==> src/bfth_ram.sv <==
// Generic single-write, single-read RAM with registered read data.
// Depends on nothing.
module bfth_ram #(
   parameter int WIDTH = 1,
   parameter int DEPTH = 64
) (
   input  logic                     clock,
   input  logic                     wr_en,
   input  logic [$clog2(DEPTH)-1:0] wr_addr,
   input  logic [WIDTH-1:0]         wr_data,
   input  logic [$clog2(DEPTH)-1:0] rd_addr,
   output logic [WIDTH-1:0]         rd_data
);

   logic [WIDTH-1:0] mem [DEPTH];
   logic [WIDTH-1:0] rd_data_ff;

   // write port and registered read port
   always_ff @(posedge clock) begin
      if (wr_en) begin
         mem[wr_addr] <= wr_data;
      end
      rd_data_ff <= mem[rd_addr];
   end

   assign rd_data = rd_data_ff;

endmodule

==> config.mk <==
export PLATFORM = sky130hd
export DESIGN_NAME = bfth_ram
export DESIGN_NICKNAME = d
export VERILOG_FILES = /design/src/bfth_ram.sv
export SDC_FILE = /design/constraint.sdc
export NUM_CORES = 1
export LEC_CHECK = 0
export BUFFER_PORTS_ARGS = -buffer_cell sky130_fd_sc_hd__buf_2
export CAP_MARGIN = 20
export CORE_MARGIN = 5
export CORE_UTILIZATION = 44
export CTS_CLUSTER_DIAMETER = 120
export DETAILED_ROUTE_END_ITERATION = 8
export PLACE_DENSITY = 0.62
export SLEW_MARGIN = 20
export SYNTH_ARGS = -nofsm -noshare
export SYNTH_HDL_FRONTEND = slang
export SYNTH_SLANG_ARGS = --single-unit
==> constraint.sdc <==
create_clock -name clock -period 2.89 [get_ports clock]
set_input_delay 0.578 -clock clock [delete_from_list [all_inputs] [get_ports clock]]
set_output_delay 0.578 -clock clock [all_outputs]
set_load 0.005 [all_outputs]
# Yosys cells after proc, flatten, opt, wreduce, memory -nomap -nowiden
# Memories as Yosys holds them, arrays and structs flattened. A register that Yosys moved wholly into a read port is not among the register bits.
# Cells that the tools add are included.
# op_classes
addsub,0
mul,0
n_div,0
order_cmp,0
n_eq_ne,0
shift,0
n_mux,2
bitwise,0
reduce_logical,0
# op_table
op,count
two-way mux 1 bit,2
# totals
reg_bits,0
latchBits,0
mem_bits_rw,64
rom_bits,0
inputBits,15
out_inout_bits,1
elab_cells,3
n_memories,1
# mem_list
name,words,word_bits,rd,rd_ports_with_merged_regs,wr,line_no,rtl
mem,64,1,1,1,1,15,logic [WIDTH-1:0] mem [DEPTH];

# Longest topological paths before layout
# Gate-level depths: netlist of the first run.
# logic_depth
depth_word,2
mapped_depth,6
mapped_depth_nobuf,4

# Least setup slack after synthesis of the first run
# OpenSTA, ideal clock, no wires.
# synth_timing
path_type,in2reg
from,in rd_addr[1]
to,"reg rd_data_ff (netlist: rd_data), read port of mem"
arrival_ns,1.996
t_required_ns,2.773
path_slack_ns,0.777
cell_stages,5
n_path_buf,1
cell_sequence,buf_6 mux4_2 mux4_2 or2_0 a32o_1
# synth_lines
item,line_no,rtl
"start, declared",11,"input logic [$clog2(DEPTH)-1:0] rd_addr,"
"end, declared",16,logic [WIDTH-1:0] rd_data_ff;

==> out/results.md, run 1 <==
| Result | Value | Unit |
|:---|:---|:---|
| Result of the run | completed | - |
| CP max-delay cell | sky130_fd_sc_hd__mux4_1 | - |
| Final antenna-violating net count | 0 | - |
| Post-Synthesis Cells | 204 | - |
| Number of unique standard cell types used by synthesis | 25 | - |
| Number of search-and-repair iterations in the first detailed-routing pass | 5 | - |
| Number of remaining DRC errors | 0 | - |
| P&R area growth vs syn | 10.3 | % |
| Die Span Y | 91.4 | µm |
| Transition time of the tightest slew-check pin | 0.955 | ns |
| Ratio of routed vias to standard cells | 5.59 | - |
| Hold Fails Final Rpt | 0 | - |
| Yosys top cell by area | sky130_fd_sc_hd__edfxtp_1 | - |
| Number of antenna violations at the first check in global routing | 0 | - |
| Total wire length | 5770 | µm |
| Number of buffers created by CTS | 9 | - |
| Site row count | 29 | - |
| Worst-case register-to-register setup slack | 1.02 | ns |
| Crit Path Category | in2reg | - |
| Kind of path behind the tightest hold check | in2reg | - |
| Critical Path Source Type | primary input | - |
| Final-layout setup total negative slack | 0 | ns |
| Synth warn | 0 | - |
| Worst hold margin | 0.538 | ns |
| I/O pins | 16 | - |
| Type of destination of the critical path | flop | - |
| Final HPWL from detailed placement | 3690 | µm |
| Post-synthesis sequential element count | 65 | - |
| Overall Power | 1860 | µW |
| Core area | 6390 | µm² |
| Buffers inserted by post-CTS timing repair | 0 | - |
| Maximum number of buffers from clock root to sink | 2 | - |
| Yosys top cell area share | 0.660 | - |
| Synthesized net count | 219 | - |
| Per-cell routed wire length | 19.2 | µm |
| Global-route wire length before repair | 9300 | µm |
| Max-Slew Margin vs Limit | 0.363 | - |
| Synth area leaders | sky130_fd_sc_hd__edfxtp_1 66%, sky130_fd_sc_hd__nor2_1 8.6%, sky130_fd_sc_hd__mux4_2 7.7% | - |
| Via total after detailed routing | 1677 | - |
| Final antenna diode count | 0 | - |
| Layout Skew | 0.00393 | ns |
| Max_cap viols | 0 | - |
| Setup-failing EPs final | 0 | - |
| Sequential element share of the synthesized area | 0.666 | - |
| Max-slew violation total from the final report | 0 | - |
| Worst stage delay on the critical path | 0.60 | ns |
| Clk sink count | 65 | - |
| Starting utilization of the core area | 0.456 | - |
| Root Buffer | sky130_fd_sc_hd__clkbuf_8 | - |
| Number of buffer and inverter instances along the worst setup path | 1 | - |
| CTS HTree Levels | 3 | - |
| Worst-Skew Late Latency | 0.33 | ns |
| Required arrival time at the worst endpoint | 3.11 | ns |
| Weighted congestion at the end of routability-driven global placement | 0.742 | - |
| Syn Area/Cell | 14.3 | µm² |
| Leakage | 0.00100 | µW |
| Share of cells above drive strength 1 | 0.175 | - |
| Post-CTS Hold Fix Bufs | 0 | - |
| Combined global-route utilization of all metal layers | 0.150 | - |
| Die width | 91.4 | µm |
| Critical-path cell list | buf_2 -> mux4_1 -> mux4_2 -> or2_0 -> a32o_1 | - |
| Highest Clock Rate | 482 | MHz |
| Clock transition time at the flip-flop clock pins of the worst setup and hold paths | 0.06 | ns |
| Final Net Count | 234 | - |
| Pin count of the biggest net entering global routing | 65 | - |
| Crit-path max FO | 13 | - |
| Remaining Overflow, GRT | 0 | - |
| IR Drop Worst-Case VDD | 218 | µV |
| Detailed Route Iter0 Violations | 95 | - |
| Kind of cell with the highest combined delay on the critical path | multiplexers | - |
| Die outline area | 8350 | µm² |
| Setup repair after global routing missed its margin | false | - |
| Clock tree from TritonCTS | done | - |
| Netlist area before placement | 2910 | µm² |
| Layout Utilization | 0.503 | - |
| Arrival time of the worst setup path | 2.30 | ns |
| Number of global-route vias before repair | 1682 | - |
| Power density over the cells | 580 | nW/µm² |
| Crit share post-route | 0.718 | - |
| Min Clock Period, post-route | 2.07 | ns |
| Post_cts resized | 0 | - |
| Count of buffers inserted at the top-level ports | 15 | - |
cells in the mapped netlist, drive strengths merged:
cell type,number
or3b,1
or2,1
a32o,1
nor2b,5
a21boi,1
a22oi,2
nand2b,2
nand4b,1
nand3b,4
nand3,9
nand2,7
a21oi,1
or3,1
clkbuf,10
mux4,17
nor3,2
dfxtp,1
edfxtp,64
and2b,1
buf,2
a41oi,1
nor2,67
nand4,3
final cells by class:
cell class              instances  area, µm²
clock buffers                  10        128
flip-flops and latches         65       1940
repair buffers                 16       82.6
clock inverters                 5       47.5
multi-input cells             127        918
fillers                       550       3170
well taps                      77       96.3
cell usage in the layout, fill, tap and decap left out, drive strengths merged, types with 2 or more instances in the layout:
cell type / n
mux4: 17
nor2: 67
nand2: 7
nand3b: 4
clkbuf: 10
nor2b: 5
a22oi: 2
edfxtp: 64
buf: 16
nor3: 2
clkinv: 4
nand4: 3
nand3: 9
nand2b: 2
final timing paths:
path	start	endpoint	cells after the start
setup reg to reg	mem[3]	rd_data	4
hold reg to reg	mem[56]	rd_data	4
hold / removal	rd_addr[5]	rd_data	2
setup / recovery	rd_addr[1]	rd_data	5
per-layer routing:
layer | up-vias | global-route usage | share of wire
li1 | 799 | - | -
met1 | 831 | 0.196 | 0.44
met2 | 39 | 0.237 | 0.50
met3 | 8 | 0.0380 | 0.053
met4 | 0 | 0.0623 | 0.0099
met5 | - | 0 | 0
report_power, final:
part           internal, µW  switching [µW]
Clock                   385             316
Combinational          45.1            73.8
Sequential             1040            1.62
Total                  1470             391
cell families after synthesis:
kind of cell           Yosys count  synth area share
buffers and inverters           12            0.0185
AND/OR/NAND/NOR                104             0.159
AO/OA/AOI/OAI                    6            0.0159
multiplexers                    17             0.140
flip-flops                      65             0.666
state kept, by name, summed over array words and instances (netlist names):
register / cells
mem: 64
rd_data: 1
worst reg2reg max path, delay by kind of cell (launching register included):
kind | cells | cell delay (ns)
compound gates | 1 | 0.20
mux | 2 | 0.96
flops | 1 | 0.39
simple gates | 1 | 0.21
stage by stage:
stage / std cells / setup slack, ns / area [µm²]
after global routing: 300 / 0.735 / 3210
final: 300 / 0.815 / 3210
after floorplan: 204 / 0.777 / 2910
after global placement: 285 / 0.464 / 3040
after CTS: 300 / 0.802 / 3210
after detailed placement: 285 / 0.449 / 3040
Note: power is estimated with default switching activity, not from simulation.
==> run 2, diff against run 1 <==
==> constraint.sdc (replaced) <==
create_clock -name clock -period 2.07 [get_ports clock]
set_input_delay 0.414 -clock clock [delete_from_list [all_inputs] [get_ports clock]]
set_output_delay 0.414 -clock clock [all_outputs]
set_load 0.005 [all_outputs]
==> run 2 against run 1 <==
Effect of this change: global-route usage up 0.13 points; critical endpoint unchanged; wire length up 0.47%; cell area up 3.3%; clock power up 67%; highest routed layer unchanged; clock-buffer cell count down 1.
==> out/results.md, run 2 (synthesized netlist as in run 1, its figures left out) <==
| Result | Value | Unit | Change |
|:---|:---|:---|:---|
| Die outline area | 8350 | µm² | unchanged |
| Clk sink count | 65 | - | unchanged |
| Required arrival time at the worst endpoint | 2.30 | ns | was 3.11 ns |
| I/O pins | 16 | - | unchanged |
| Per-cell routed wire length | 18.9 | µm | was 19.2 µm |
| Crit Path Category | reg2reg | - | was in2reg |
| Maximum number of buffers from clock root to sink | 2 | - | unchanged |
| Type of destination of the critical path | flop | - | unchanged |
| Power density over the cells | 845 | nW/µm² | was 580 nW/µm² |
| IR Drop Worst-Case VDD | 417 | µV | was 218 µV |
| Dpl ws | -0.100 | ns | was 0.449 ns |
| Weighted congestion at the end of routability-driven global placement | 0.750 | - | was 0.742 |
| Arrival time of the worst setup path | 2.11 | ns | was 2.30 ns |
| Number of buffer and inverter instances along the worst setup path | 0 | - | was 1 |
| Critical-path cell list | mux4_1 -> mux4_2 -> or2_0 -> a32o_1 | - | was buf_2 -> mux4_1 -> mux4_2 -> or2_0 -> a32o_1 |
| Met1 wire length | 2670 | µm | was 2520 µm |
| Die Span Y | 91.4 | µm | unchanged |
| Layout Skew | 0.00291 | ns | was 0.00393 ns |
| Setup-failing EPs final | 0 | - | unchanged |
| Max_cap viols | 0 | - | unchanged |
| Max reg flops | 64 | - | unchanged |
| Detailed Route Iter0 Violations | 213 | - | was 95 |
| Max-slew violation total from the final report | 0 | - | unchanged |
| Largest register by flop count | mem | - | unchanged |
| Final-layout setup total negative slack | 0 | ns | unchanged |
| Internal cell power | 2200 | µW | was 1470 µW |
| Remaining Overflow, GRT | 0 | - | unchanged |
| Crit share post-route | 0.906 | - |  |
| Share of cells above drive strength 1 | 0.210 | - | was 0.175 |
| Core area | 6390 | µm² | unchanged |
| Switching Fraction | 0.214 | - | was 0.210 |
| Switching power total | 602 | µW | was 391 µW |
| Kind of path behind the tightest hold check | in2reg | - | unchanged |
| CP max-delay cell | sky130_fd_sc_hd__mux4_1 | - | unchanged |
| Share of power burned in the clock network | 0.416 | - | was 0.376 |
| Pin count of the biggest net entering global routing | 65 | - | unchanged |
| Part of the power in registers | 0.519 | - | was 0.560 |
| Worst-Skew Late Latency | 0.33 | ns | about the same |
| Post-CTS Hold Fix Bufs | 0 | - | unchanged |
| Post_cts resized | 0 | - | unchanged |
| Leakage | 0.00104 | µW | was 0.00100 µW |
| Number of global-route vias before repair | 1738 | - | was 1682 |
| Worst stage delay on the critical path | 0.50 | ns | was 0.60 ns |
| Number of remaining DRC errors | 0 | - | unchanged |
| Combined global-route utilization of all metal layers | 0.151 | - | was 0.150 |
| Highest Clock Rate | 533 | MHz |  |
| Logic pwr share | 0.064 | - | about the same |
| Most frequent cells in the layout | 67 x sky130_fd_sc_hd__nor2_1, 64 x sky130_fd_sc_hd__edfxtp_1, 15 x sky130_fd_sc_hd__buf_2, 10 x sky130_fd_sc_hd__mux4_2 | - | unchanged |
| Starting utilization of the core area | 0.456 | - | unchanged |
| Critical Path Source Type | flop | - | was primary input |
| Final Net Count | 239 | - | was 234 |
| Met2 layer wire length in the routed design | 2820 | µm | was 2880 µm |
| Top layer reached by signal wires | met4 | - | unchanged |
| Hold Fails Final Rpt | 0 | - | unchanged |
| Count of buffers inserted at the top-level ports | 15 | - | unchanged |
| Routed length on met3 | 211 | µm | was 308 µm |
| Number of buffers created by CTS | 9 | - | unchanged |
| CTS HTree Levels | 3 | - | unchanged |
| Final antenna-violating net count | 0 | - | unchanged |
| Result of the run | completed | - | unchanged |
| Number of antenna violations at the first check in global routing | 0 | - | unchanged |
| Via total after detailed routing | 1740 | - | was 1677 |
| Min Clock Period, post-route | 1.88 | ns |  |
| P&R area growth vs syn | 14.0 | % | was 10.3% |
| Number of search-and-repair iterations in the first detailed-routing pass | 4 | - | was 5 |
| Kind of cell with the highest combined delay on the critical path | multiplexers | - | unchanged |
| Transition time of the tightest slew-check pin | 0.461 | ns | was 0.955 ns |
| Clock transition time at the flip-flop clock pins of the worst setup and hold paths | 0.07 | ns | was 0.06 ns |
| Most common cell after layout, fill and taps aside | sky130_fd_sc_hd__nor2_1 | - | unchanged |
| Site row count | 29 | - | unchanged |
| Clock tree from TritonCTS | done | - | unchanged |
| Final antenna diode count | 0 | - | unchanged |
| Number of instances in the placed design | 290 | - | was 285 |
| Global-route wire length before repair | 9350 | µm | was 9300 µm |
| Crit-path max FO | 1 | - | was 13 |
| Max-Slew Margin vs Limit | 0.692 | - | was 0.363 |
| Root Buffer | sky130_fd_sc_hd__clkbuf_8 | - | unchanged |
| Final HPWL from detailed placement | 3750 | µm | was 3690 µm |
| Final non-filler cell total | 306 | - | was 300 |
| Ratio of routed vias to standard cells | 5.69 | - | was 5.59 |
| Buffers inserted by post-CTS timing repair | 0 | - | unchanged |
| Final setup slack of the worst path | 0.194 | ns | was 0.815 ns |
| Total wire length | 5790 | µm | was 5770 µm |
| Die width | 91.4 | µm | unchanged |
| Setup repair after global routing missed its margin | false | - | unchanged |
## run 2: worst paths after layout
path / cells after the start / start / slack [ns] / endpoint
max reg2reg: 4 / mem[5] / 0.19 / rd_data
min: 2 / rd_addr[5] / 0.34 / rd_data
min reg2reg: 4 / mem[42] / 0.86 / rd_data
max: 4 / mem[5] / 0.19 / rd_data
## run 2: area by class of cell
type / instances / area (µm²)
Fill cell: 554 / 3070
Sequential cell: 65 / 1940
Multi-Input combinational cell: 127 / 918
Timing Repair Buffer: 21 / 145
Clock buffer: 9 / 124
Tap cell: 77 / 96.3
Clock inverter: 7 / 95.1
## run 2: stage by stage
step	cell area [µm²]	total power [µW]	hold WS [ns]	util
after floorplan	2910	1590	0.513	-
after global placement	3100	1670	0.675	0.486
after detailed placement	3100	1670	0.682	0.486
after CTS	3320	2830	0.330	0.520
after global routing	3320	2910	0.356	0.520
final	3320	2810	0.342	0.520
## run 2: per-layer routing
| metal | GRT usage | vias up |
|---|---|---|
| li1 | - | 805 |
| met1 | 0.212 | 883 |
| met2 | 0.223 | 45 |
| met3 | 0.0281 | 7 |
| met4 | 0.0795 | 0 |
| met5 | 0 | - |
## run 2: power by group through the flow
stage | combinational (µW) | clock, µW | sequential, µW
2_1_floorplan | 105 | 0 | 1490
3_3_place_gp | 182 | 0 | 1490
3_5_place_dp | 183 | 0 | 1490
4_1_cts | 184 | 1190 | 1460
5_1_grt | 199 | 1250 | 1460
6_report | 180 | 1170 | 1460
