### config.mk
export PLATFORM = sky130hd
export DESIGN_NAME = bfth_alu
export DESIGN_NICKNAME = d
export VERILOG_FILES = /design/src/bfth_pkg.sv /design/src/bfth_alu.sv
export SDC_FILE = /design/constraint.sdc
export NUM_CORES = 1
export LEC_CHECK = 0
export BUFFER_PORTS_ARGS = -buffer_cell sky130_fd_sc_hd__buf_2
export CAP_MARGIN = 10
export CORE_ASPECT_RATIO = 2
export CORE_MARGIN = 2
export CORE_UTILIZATION = 55
export DETAILED_ROUTE_END_ITERATION = 10
export PLACE_DENSITY = 0.75
export SETUP_SLACK_MARGIN = 0.1
export SYNTH_ARGS = -nofsm -noshare
export SYNTH_HDL_FRONTEND = slang
export SYNTH_SLANG_ARGS = --single-unit
### constraint.sdc
create_clock -name vclk -period 9.6
set_clock_uncertainty 0.1 [all_clocks]
set_input_delay 0.96 -clock vclk [all_inputs]
set_output_delay 0.96 -clock vclk [all_outputs]
set_load 0.05 [all_outputs]
### src/bfth_pkg.sv
// Shared types, constants and codes for the three-hash Bloom filter.
// No dependencies; bfth_alu and bloom_filter_three_hash import this package.
package bfth_pkg;

   // Field widths
   localparam int FILTER_BITS_W = 17;
   localparam int ACTION_W      = 2;
   localparam int BYTE_W        = 8;
   localparam int HASH_W        = 64;

   // Filter size limits and defaults
   localparam int MAX_BITS_DEF     = 65536;
   localparam int MIN_BITS         = 64;
   localparam int FILTER_BITS_RST  = 65536;

   // Hash seeds and multipliers
   localparam logic [HASH_W-1:0] FNV_SEED_A = 64'hCBF2_9CE4_8422_2325;
   localparam logic [HASH_W-1:0] FNV_SEED_B = 64'h5851_F42D_4C95_7F2D;
   localparam logic [HASH_W-1:0] DJB_SEED   = 64'd5381;
   // FNV prime is 2^40 + 0x1B3
   localparam logic [8:0]        FNV_MUL_LO = 9'h1B3;
   localparam int                FNV_MUL_SH = 40;

   // Action codes
   localparam logic [ACTION_W-1:0] ACT_ADD   = 2'd0;
   localparam logic [ACTION_W-1:0] ACT_QUERY = 2'd1;
   localparam logic [ACTION_W-1:0] ACT_CLEAR = 2'd2;

   // Shared unit operation codes
   localparam logic [1:0] ALU_FNV = 2'd0;
   localparam logic [1:0] ALU_DJB = 2'd1;
   localparam logic [1:0] ALU_MOD = 2'd2;

   typedef struct packed {
      logic [ACTION_W-1:0] action;
      logic [BYTE_W-1:0]   key_byte;
      logic                byte_valid;
      logic                last_byte;
   } req_type;

   typedef struct packed {
      logic [ACTION_W-1:0] done_action;
      logic                maybe_present;
   } rsp_type;

endpackage

### src/bfth_alu.sv
// Shared arithmetic unit: FNV-1a step, DJB2a step, or one restoring
// remainder step. Depends on bfth_pkg.
module bfth_alu #(
   parameter int MAX_BITS = bfth_pkg::MAX_BITS_DEF
) (
   input  logic [1:0]                      op,
   input  logic [bfth_pkg::HASH_W-1:0]     opa,
   input  logic [bfth_pkg::BYTE_W-1:0]     key_byte,
   input  logic [$clog2(MAX_BITS+1):0]     rem_cur,
   input  logic [$clog2(MAX_BITS+1)-1:0]   modulus,
   output logic [bfth_pkg::HASH_W-1:0]     res,
   output logic [$clog2(MAX_BITS+1):0]     rem_nxt
);
   import bfth_pkg::*;

   localparam int NW = $clog2(MAX_BITS + 1);
   localparam int RW = NW + 1;

   logic [HASH_W-1:0] mixed;
   logic [HASH_W-1:0] fnv_lo;
   logic [RW-1:0]     shifted;

   always_comb begin
      mixed   = opa ^ {{(HASH_W-BYTE_W){1'b0}}, key_byte};
      fnv_lo  = HASH_W'(mixed * FNV_MUL_LO);
      shifted = {rem_cur[RW-2:0], opa[HASH_W-1]};
      res     = opa;
      rem_nxt = rem_cur;
      case (op)
         ALU_FNV: begin
            // (h ^ b) * (2^40 + 0x1B3), mod 2^64
            res = fnv_lo + {mixed[HASH_W-FNV_MUL_SH-1:0], {FNV_MUL_SH{1'b0}}};
         end
         ALU_DJB: begin
            res = ((opa << 5) + opa) ^ {{(HASH_W-BYTE_W){1'b0}}, key_byte};
         end
         ALU_MOD: begin
            // bring in the next dividend bit, subtract if it fits
            res = opa << 1;
            if (shifted >= {1'b0, modulus}) begin
               rem_nxt = shifted - {1'b0, modulus};
            end else begin
               rem_nxt = shifted;
            end
         end
         default: begin
            res = opa;
         end
      endcase
   end

endmodule

# --- Yosys cells after proc, flatten, opt, wreduce, memory -nomap -nowiden ---
# Cells that the tools add are included.
totals:
  in_bits: 109
  word_cells: 13
  ff_bits: 0
op_classes:
  n_mux: 3
  addsub: 3
  magnitude_cmp: 1
  reduce_logical: 1
  n_eq_ne: 2
  n_bitwise: 2
  multipliers: 1
op_table:
  columns: ["op", "n"]
  rows:
  - ["64-bit case mux with 3 select lines", 1]
  - ["64-bit adder", 2]
  - ["64-bit by 8-bit XOR with 64-bit output", 2]
  - ["64-bit by 9-bit multiplier with 64-bit output, second input constant", 1]
  - ["18-bit two-way mux", 2]
  - ["18-bit by 17-bit greater-or-equal comparator with 1-bit output", 1]
  - ["18-bit by 17-bit subtractor with 18-bit output", 1]
  - ["2-bit by 1-bit equality test with 1-bit output, second input constant", 1]
  - ["2-bit equality test, second input constant", 1]
  - ["2-bit logical NOT", 1]

# --- Longest topological paths before layout ---
# Gate-level depths: netlist of run 1.
depth:
  ltp_word: 4
  ltp_mapped: 23
  mapped_depth_nobuf: 22

# --- Worst setup path before layout of run 1 ---
# OpenSTA, ideal clock, no wires.
synth_timing:
  kind: "input to output"
  startpoint: "in key_byte[2] in the netlist's numbering"
  endpoint: "out res[58] in the netlist's numbering"
  cell_stages: 21
  n_path_buf: 1
  arrival_time_ps: 6616
  slack_ps: 1924
  t_required_ps: 8540
  path_cell_list: "xnor2_1 inv_1 ha_1 xor2_1 ha_1 or2_2 fa_1 fa_1 ha_1 ha_1 buf_2 a21oi_2 o21ai_1 a2111oi_2 o221ai_2 and3_1 o21ai_1 o21bai_2 o21ai_0 xnor2_1 o21ai_0"
synth_via:
  elab_chain_cells: 4
synth_rtl:
  columns: ["element", "line", "source"]
  rows:
  - ["start: declaration", "bfth_alu.sv:8", "input logic [bfth_pkg::BYTE_W-1:0] key_byte,"]
  - ["64-bit by 8-bit XOR with 64-bit output *", "bfth_alu.sv:24", "mixed = opa ^ {{(HASH_W-BYTE_W){1'b0}}, key_byte};"]
  - ["64-bit by 9-bit multiplier with 64-bit output", "bfth_alu.sv:25", "fnv_lo = HASH_W'(mixed * FNV_MUL_LO);"]
  - ["64-bit adder *", "bfth_alu.sv:32", "res = fnv_lo + {mixed[HASH_W-FNV_MUL_SH-1:0], {FNV_MUL_SH{1'b0}}};"]
  - ["64-bit case mux with 3 select lines *", "bfth_alu.sv:29", "case (op)"]
  - ["end: declaration", "bfth_alu.sv:11", "output logic [bfth_pkg::HASH_W-1:0] res,"]
# Mark *: on every way between the ends. The rest lies on a longest branch, timed or not.

# --- Worst setup path after layout of run 1 ---
layout_timing:
  startpoint: "in opa[2] in the netlist's numbering"
  endpoint: "out res[55] in the netlist's numbering"
layout_via:
  elab_chain_cells: 4
layout_rtl:
  columns: ["element", "line", "source"]
  rows:
  - ["start: declaration", "bfth_alu.sv:7", "input logic [bfth_pkg::HASH_W-1:0] opa,"]
  - ["64-bit by 8-bit XOR with 64-bit output", "bfth_alu.sv:24", null]
  - ["64-bit by 9-bit multiplier with 64-bit output", "bfth_alu.sv:25", null]
  - ["64-bit adder", "bfth_alu.sv:32", null]
  - ["64-bit case mux with 3 select lines *", "bfth_alu.sv:29", null]
# Marks and branches as above.

==> run summary, run 1 <==
number of remaining DRC errors: 0
core footprint: 0.0328 sq mm
Worst-Margin Slew: 1.09 ns
largest net degree at the start of global routing: 56
final setup TNS: 0 ns
final hold vios: 0
synthesized cell area: 0.0183 sq mm
Tightest Hold Check Type: in2out
final worst-path setup slack: 0.931 ns
fin crit period: 8.67 ns
CP max FO: 5
placer congestion estimate: 1.06
max_cap viols: 0
HPWL Detailed: 60200 um
nets: 2976
Die Height: 262 um
io pins: 191
Port Buf Inserts: 191
CP startpoint kind: input port
Slew HR: 0.269
storage element area: 0 sq um
initial antenna violation count: 4
number of hold buffers added after cts: 0
row cnt: 94
Synthesized Nets: 2858
Post-Syn Instances: 2266
Data arrival, critical path: 7.61 ns
most frequent cell after synthesis: inv_1
gr ovfl total: 0
pre-CTS setup slack: 1.10 ns
crit path kind: in2out
Commonest cells post-synth: inv_1 (484), ha_1 (271), fa_1 (212)
sequential cell area fraction in the yosys report: 0
first-pass GRT wire length: 104000 um
ranking of synthesized cells by area: fa_1 (23%), ha_1 (19%), inv_1 (9.9%)
RSZ-0062 raised after global routing: no
share of cells above drive strength 1: 0.118
CP startpoint: opa[2]
Iter 0 DRT Violations: 794
Distinct cells, synth: 83
Critical Path RT: 8.54 ns
num sequential: 0
vias post-DR: 17362
DRT antenna net count: 0
status: complete, no violations
Yosys Warn Count: 0
Critical Path End: res[55]
routed len/inst: 24.6 um
Pins Over Slew Limit: 0
achievable frequency: 0.115 GHz
fillcell total: 3111
Die W: 133 um
DR pass1 iterations: 5
vias in the first global route: 18650
CP Capture Type: output port
total track usage: 0.398
fin crit share: 0.903
die area: 0.0348 sq mm
Starting Density: 0.558
total setup buffers inserted after CTS: 0
Avg Inst Size Synth: 8.08 sq um
Layout area overhead: 6.69%
DR vias/cell: 6.16
Synth area leader: fa_1
Post-CTS Resized: 0
final setup fails: 0
clkbuf count: 0
top cell type's share of synthesized area: 0.232
final wirelength: 69300 um
## routing by layer
layer | track usage | up-vias | wire, um
li1 | - | 7836 | -
met1 | 0.344 | 8377 | 20100
met2 | 0.753 | 761 | 36200
met3 | 0.0575 | 388 | 3850
met4 | 0.404 | 0 | 9070
met5 | 0 | - | 0
## cells by family after synthesis
kind of cell	count (synthesis)	share of synthesized area
and+or+nand+nor	419	0.111
adders and majority gates	483	0.417
AOI/OAI and AO/OA	520	0.183
xor gates and xnor gates	201	0.0962
muxes	74	0.0736
buffers and inverters	569	0.119
## worst min path at each step
stage / cells past startpoint / endpoint / slack (ns) / startpoint
6_report: 4 / rem_nxt[11] / 2.26 / rem_cur[11]
5_1_grt: 4 / rem_nxt[11] / 2.27 / rem_cur[11]
4_1_cts: 4 / rem_nxt[11] / 2.25 / rem_cur[11]
3_5_place_dp: 4 / rem_nxt[11] / 2.25 / rem_cur[11]
3_3_place_gp: 4 / rem_nxt[11] / 2.25 / rem_cur[11]
2_1_floorplan: 2 / rem_nxt[14] / 2.10 / rem_cur[14]
## through the flow
stage               std cells  hold WS, ns  utilization  area (sq um)
finish                   2818         2.26        0.595         19500
detailed placement       2812         2.25        0.594         19500
floorplan                2266         2.10            -         18300
global placement         2812         2.25        0.594         19500
CTS                      2812         2.25        0.594         19500
global route             2818         2.27        0.595         19500
## cell type report
type / count / area, sq um / area share
Antenna cell: 4 / 10.0 / 0.000513
Multi-Input combinational cell: 1697 / 16100 / 0.826
Inverter: 485 / 1820 / 0.0933
Timing Repair Buffer: 200 / 1030 / 0.0526
Tap cell: 432 / 541 / 0.0277
## cells in the final DEF (no fill, tap or decap), types with 4 or more instances in the layout
cell,instances
nand2b_1,17
or3_1,7
nand3_1,37
a21o_1,82
nor3_1,22
mux2i_1,21
and4_1,8
or2_1,5
fa_1,212
a31oi_1,28
diode_2,4
nand4_1,36
o2111ai_1,4
o21bai_1,24
o21ai_0,108
o21a_1,14
mux4_2,48
a21boi_0,5
or2_2,4
xnor2_1,119
nor2b_1,15
a22oi_1,5
o31ai_1,4
buf_2,190
a21oi_1,151
buf_4,8
xor2_1,82
nor2_1,81
nand2_1,145
inv_1,484
o211ai_1,14
a211oi_1,9
ha_1,271
a221oi_1,5
and3_1,13
nor4_1,5
mux2_2,5
o21ai_1,19
and2_1,9
## critical path, cell delays in order
cell	delay, ns
buf_2	0.13
xnor2_1	0.85
inv_1	0.18
ha_1	0.39
xor2_1	0.18
ha_1	0.18
or2_2	0.30
fa_1	0.49
fa_1	0.49
ha_1	0.32
ha_1	0.38
o211ai_1	0.12
a21oi_1	0.28
o211ai_1	0.18
a21oi_1	0.18
a21oi_1	0.16
o41ai_2	0.51
a41oi_2	0.25
o31ai_1	0.28
xor2_1	0.10
mux4_2	0.47
buf_2	0.23
Power of run 1 is not shown: default switching activity piles up to over one toggle a cycle in this logic, so the estimate is an artifact.
==> inputs of run 2 (changes only) <==
- CELL_PAD_IN_SITES_DETAIL_PLACEMENT: default -> 2
- CELL_PAD_IN_SITES_GLOBAL_PLACEMENT: default -> 2
- CORE_UTILIZATION: 55 -> 41
- PLACE_DENSITY: 0.75 -> default
- PLACE_DENSITY_LB_ADDON: default -> 0.1
==> run 2 against run 1 <==
Net effect:
- final area increased by 0.60%
- sequential share of layout area unchanged
- fmax increased by 2.2%
- largest cell class unchanged
==> run summary, run 2 (synthesis results as in run 1) <==
Layout area overhead: 7.32%
HPWL Detailed: 73100 um
fin crit period: 8.48 ns
Die W: 153 um
total track usage: 0.347
Port Buf Inserts: 191
storage element area: 0 sq um
Die Height: 303 um
nets: 2972
routed len/inst: 27.6 um
crit path kind: in2out
RSZ-0062 raised after global routing: no
Critical Path RT: 8.54 ns
min-delay src: rem_cur[10]
Tightest Hold Check Type: in2out
placer congestion estimate: 0.970
num sequential: 0
Hold EP: rem_nxt[10]
achievable frequency: 0.118 GHz
largest net degree at the start of global routing: 44
antenna diode count: 0
Pins Over Slew Limit: 0
Hold Path Depth: 4
fin crit share: 0.884
CP max FO: 5
clkbuf count: 0
Data arrival, critical path: 7.42 ns
final wirelength: 81100 um
CP startpoint kind: input port
Starting Density: 0.414
final setup fails: 0
Worst-Margin Slew: 1.32 ns
number of hold buffers added after cts: 0
final setup TNS: 0 ns
max_cap viols: 0
gr ovfl total: 0
number of remaining DRC errors: 0
non-filler instance count after layout: 2933
first-pass GRT wire length: 122000 um
Slew HR: 0.110
die area: 0.0464 sq mm
initial antenna violation count: 0
Iter 0 DRT Violations: 468
io pins: 191
fillcell total: 5189
share of cells above drive strength 1: 0.117
core footprint: 0.0442 sq mm
commonest cells after routing, fill and taps aside: inv_1 (484), ha_1 (271), fa_1 (212)
Post-CTS Resized: 0
CP Capture Type: output port
vias post-DR: 17301
DR vias/cell: 5.90
row cnt: 109
total setup buffers inserted after CTS: 0
status: complete, no violations
DR pass1 iterations: 4
final hold vios: 0
# placed instances: 2933
commonest non-fill, non-tap cell in the layout: inv_1
DRT antenna net count: 0
vias in the first global route: 20357
multi-input logic area: 0.0161 sq mm
run 2: changes by cell type in the layout (fill, tap and decap cells not counted):
cell | previous run | this run
o21ai_0 | 108 | 109
o21ai_1 | 19 | 18
buf_4 | 8 | 7
diode_2 | 4 | 0
clkbuf_4 | 2 | 0
buf_2 | 190 | 189
run 2: how the worst max path moves through the flow:
stage / start / end / slack, ns / cells after the start
2_1_floorplan: key_byte[2] / res[58] / 1.92 / 21
3_3_place_gp: opa[2] / res[55] / 1.34 / 22
3_5_place_dp: key_byte[2] / res[55] / 1.16 / 22
4_1_cts: key_byte[2] / res[55] / 1.14 / 22
5_1_grt: opa[2] / res[55] / 0.79 / 22
6_report: key_byte[2] / res[55] / 1.12 / 22
run 2: area by class of cell:
class,count,share of cell area
inverter,485,0.0927
timing repair buffer,196,0.0508
tap,555,0.0354
multi-input combinational,1697,0.821
run 2: per-stage QoR:
step	setup slack, ns	hold slack [ns]	instance area [sq um]	utilization
floorplan	1.92	2.10	18300	-
global placement	1.34	2.24	19600	0.444
detailed placement	1.16	2.26	19600	0.444
CTS	1.14	2.26	19600	0.444
global route	0.787	2.28	19600	0.444
finish	1.12	2.26	19600	0.444
run 2: layer usage:
layer / wire length (um) / global-route usage / vias to the layer above
met5: 0 / 0 / -
met4: 8500 / 0.285 / 0
met3: 2130 / 0.0269 / 272
met2: 44800 / 0.690 / 493
met1: 25700 / 0.313 / 8739
li1: - / - / 7797
run 2: critical path, cell delays in order:
cell      delay [ns]
buf_2           0.12
xnor2_1         0.48
inv_1           0.17
ha_1            0.36
xor2_1          0.18
ha_1            0.18
or2_2           0.31
fa_1            0.49
fa_1            0.49
ha_1            0.31
ha_1            0.42
o211ai_1        0.14
a21oi_1         0.30
o211ai_1        0.19
a21oi_1         0.20
a21oi_1         0.21
o41ai_2         0.48
a41oi_2         0.26
o31ai_1         0.31
xor2_1          0.12
mux4_2          0.50
buf_2           0.23
Power of run 2 is left out for the same reason.
==> inputs of run 3 (changes only) <==
- CORE_ASPECT_RATIO: 2 -> 1.1
==> run 3 against run 2 <==
Net effect:
- core utilization is essentially flat
- flip-flop and latch count is the same
- wire length shrank 12%
- non-clock buffer count grew 2
- count of clock-buffer cells in the layout is the same
- final area grew 0.24%
- highest routed layer unchanged
==> run summary, run 3 (synthesis results as in run 1) <==
commonest non-fill, non-tap cell in the layout: inv_1
vias in the first global route: 19312
CP startpoint kind: input port
Iter 0 DRT Violations: 790
core footprint: 0.0443 sq mm
Post-CTS Resized: 0
commonest cells after routing, fill and taps aside: inv_1 (484), ha_1 (271), fa_1 (212)
Tightest Hold Check Type: in2out
number of remaining DRC errors: 0
share of cells above drive strength 1: 0.118
Die Height: 226 um
gr ovfl total: 0
final worst-path setup slack: 0.468 ns
largest net degree at the start of global routing: 48
io pins: 191
fin crit period: 9.13 ns
Layout area overhead: 7.58%
max_cap viols: 0
crit path kind: in2out
number of hold buffers added after cts: 0
DR pass1 iterations: 5
final setup fails: 0
first-pass GRT wire length: 111000 um
Critical Path RT: 8.54 ns
fin crit share: 0.951
RSZ-0062 raised after global routing: no
CP max FO: 5
pre-CTS setup slack: 0.605 ns
Slew HR: 0.177
Pins Over Slew Limit: 0
final hold vios: 0
nets: 2974
DR vias/cell: 5.73
row cnt: 81
achievable frequency: 0.110 GHz
status: complete, no violations
antenna diode count: 0
fillcell total: 5154
Die W: 205 um
HPWL Detailed: 63500 um
CP Capture Type: output port
total track usage: 0.312
storage element area: 0 sq um
vias post-DR: 16960
Worst-Margin Slew: 1.23 ns
routed len/inst: 24.2 um
initial antenna violation count: 0
DRT antenna net count: 0
die area: 0.0463 sq mm
Port Buf Inserts: 191
Critical Path End: res[55]
Data arrival, critical path: 8.07 ns
Starting Density: 0.413
final setup TNS: 0 ns
final wirelength: 71600 um
placer congestion estimate: 0.969
CP startpoint: opa[2]
num sequential: 0
clkbuf count: 0
total setup buffers inserted after CTS: 0
final core utilization: 0.445
run 3: cell type report:
type | count | area, sq um | share of cell area
inverter | 485 | 1820 | 0.0925
timing repair buffer | 198 | 1010 | 0.0515
tap | 581 | 727 | 0.0369
multi-input combinational | 1697 | 16100 | 0.819
run 3: per-layer routing:
metal	GRT usage	up-vias	routed length [um]
met1	0.391	8648	30400
met2	0.568	390	36100
met3	0.0244	112	2690
met5	0	-	0
met4	0.0931	0	2460
li1	-	7810	-
run 3: per-stage QoR:
stage	cell area, sq um	hold slack, ns	std cells
2_1_floorplan	18300	2.10	2266
3_3_place_gp	19700	2.24	2961
3_5_place_dp	19700	2.24	2961
4_1_cts	19700	2.24	2961
5_1_grt	19700	2.26	2961
6_report	19700	2.24	2961
run 3: worst max-delay path, stage by stage:
cell	delay [ns]
buf_2	0.13
xnor2_1	0.95
inv_1	0.21
ha_1	0.40
xor2_1	0.19
ha_1	0.20
or2_2	0.31
fa_1	0.51
fa_1	0.53
ha_1	0.31
ha_1	0.39
o211ai_1	0.12
a21oi_1	0.30
o211ai_1	0.18
a21oi_1	0.21
a21oi_1	0.19
o41ai_2	0.50
a41oi_2	0.32
o31ai_1	0.32
xor2_1	0.10
mux4_2	0.50
buf_2	0.23
run 3: worst min-delay path by stage:
stage | cells past startpoint | slack, ns | start | endpoint
CTS | 4 | 2.24 | rem_cur[10] | rem_nxt[10]
floorplan | 2 | 2.10 | rem_cur[14] | rem_nxt[14]
finish | 4 | 2.24 | rem_cur[10] | rem_nxt[10]
global route | 4 | 2.26 | rem_cur[10] | rem_nxt[10]
global placement | 4 | 2.24 | rem_cur[10] | rem_nxt[10]
detailed placement | 4 | 2.24 | rem_cur[10] | rem_nxt[10]
Power of run 3 is left out for the same reason.
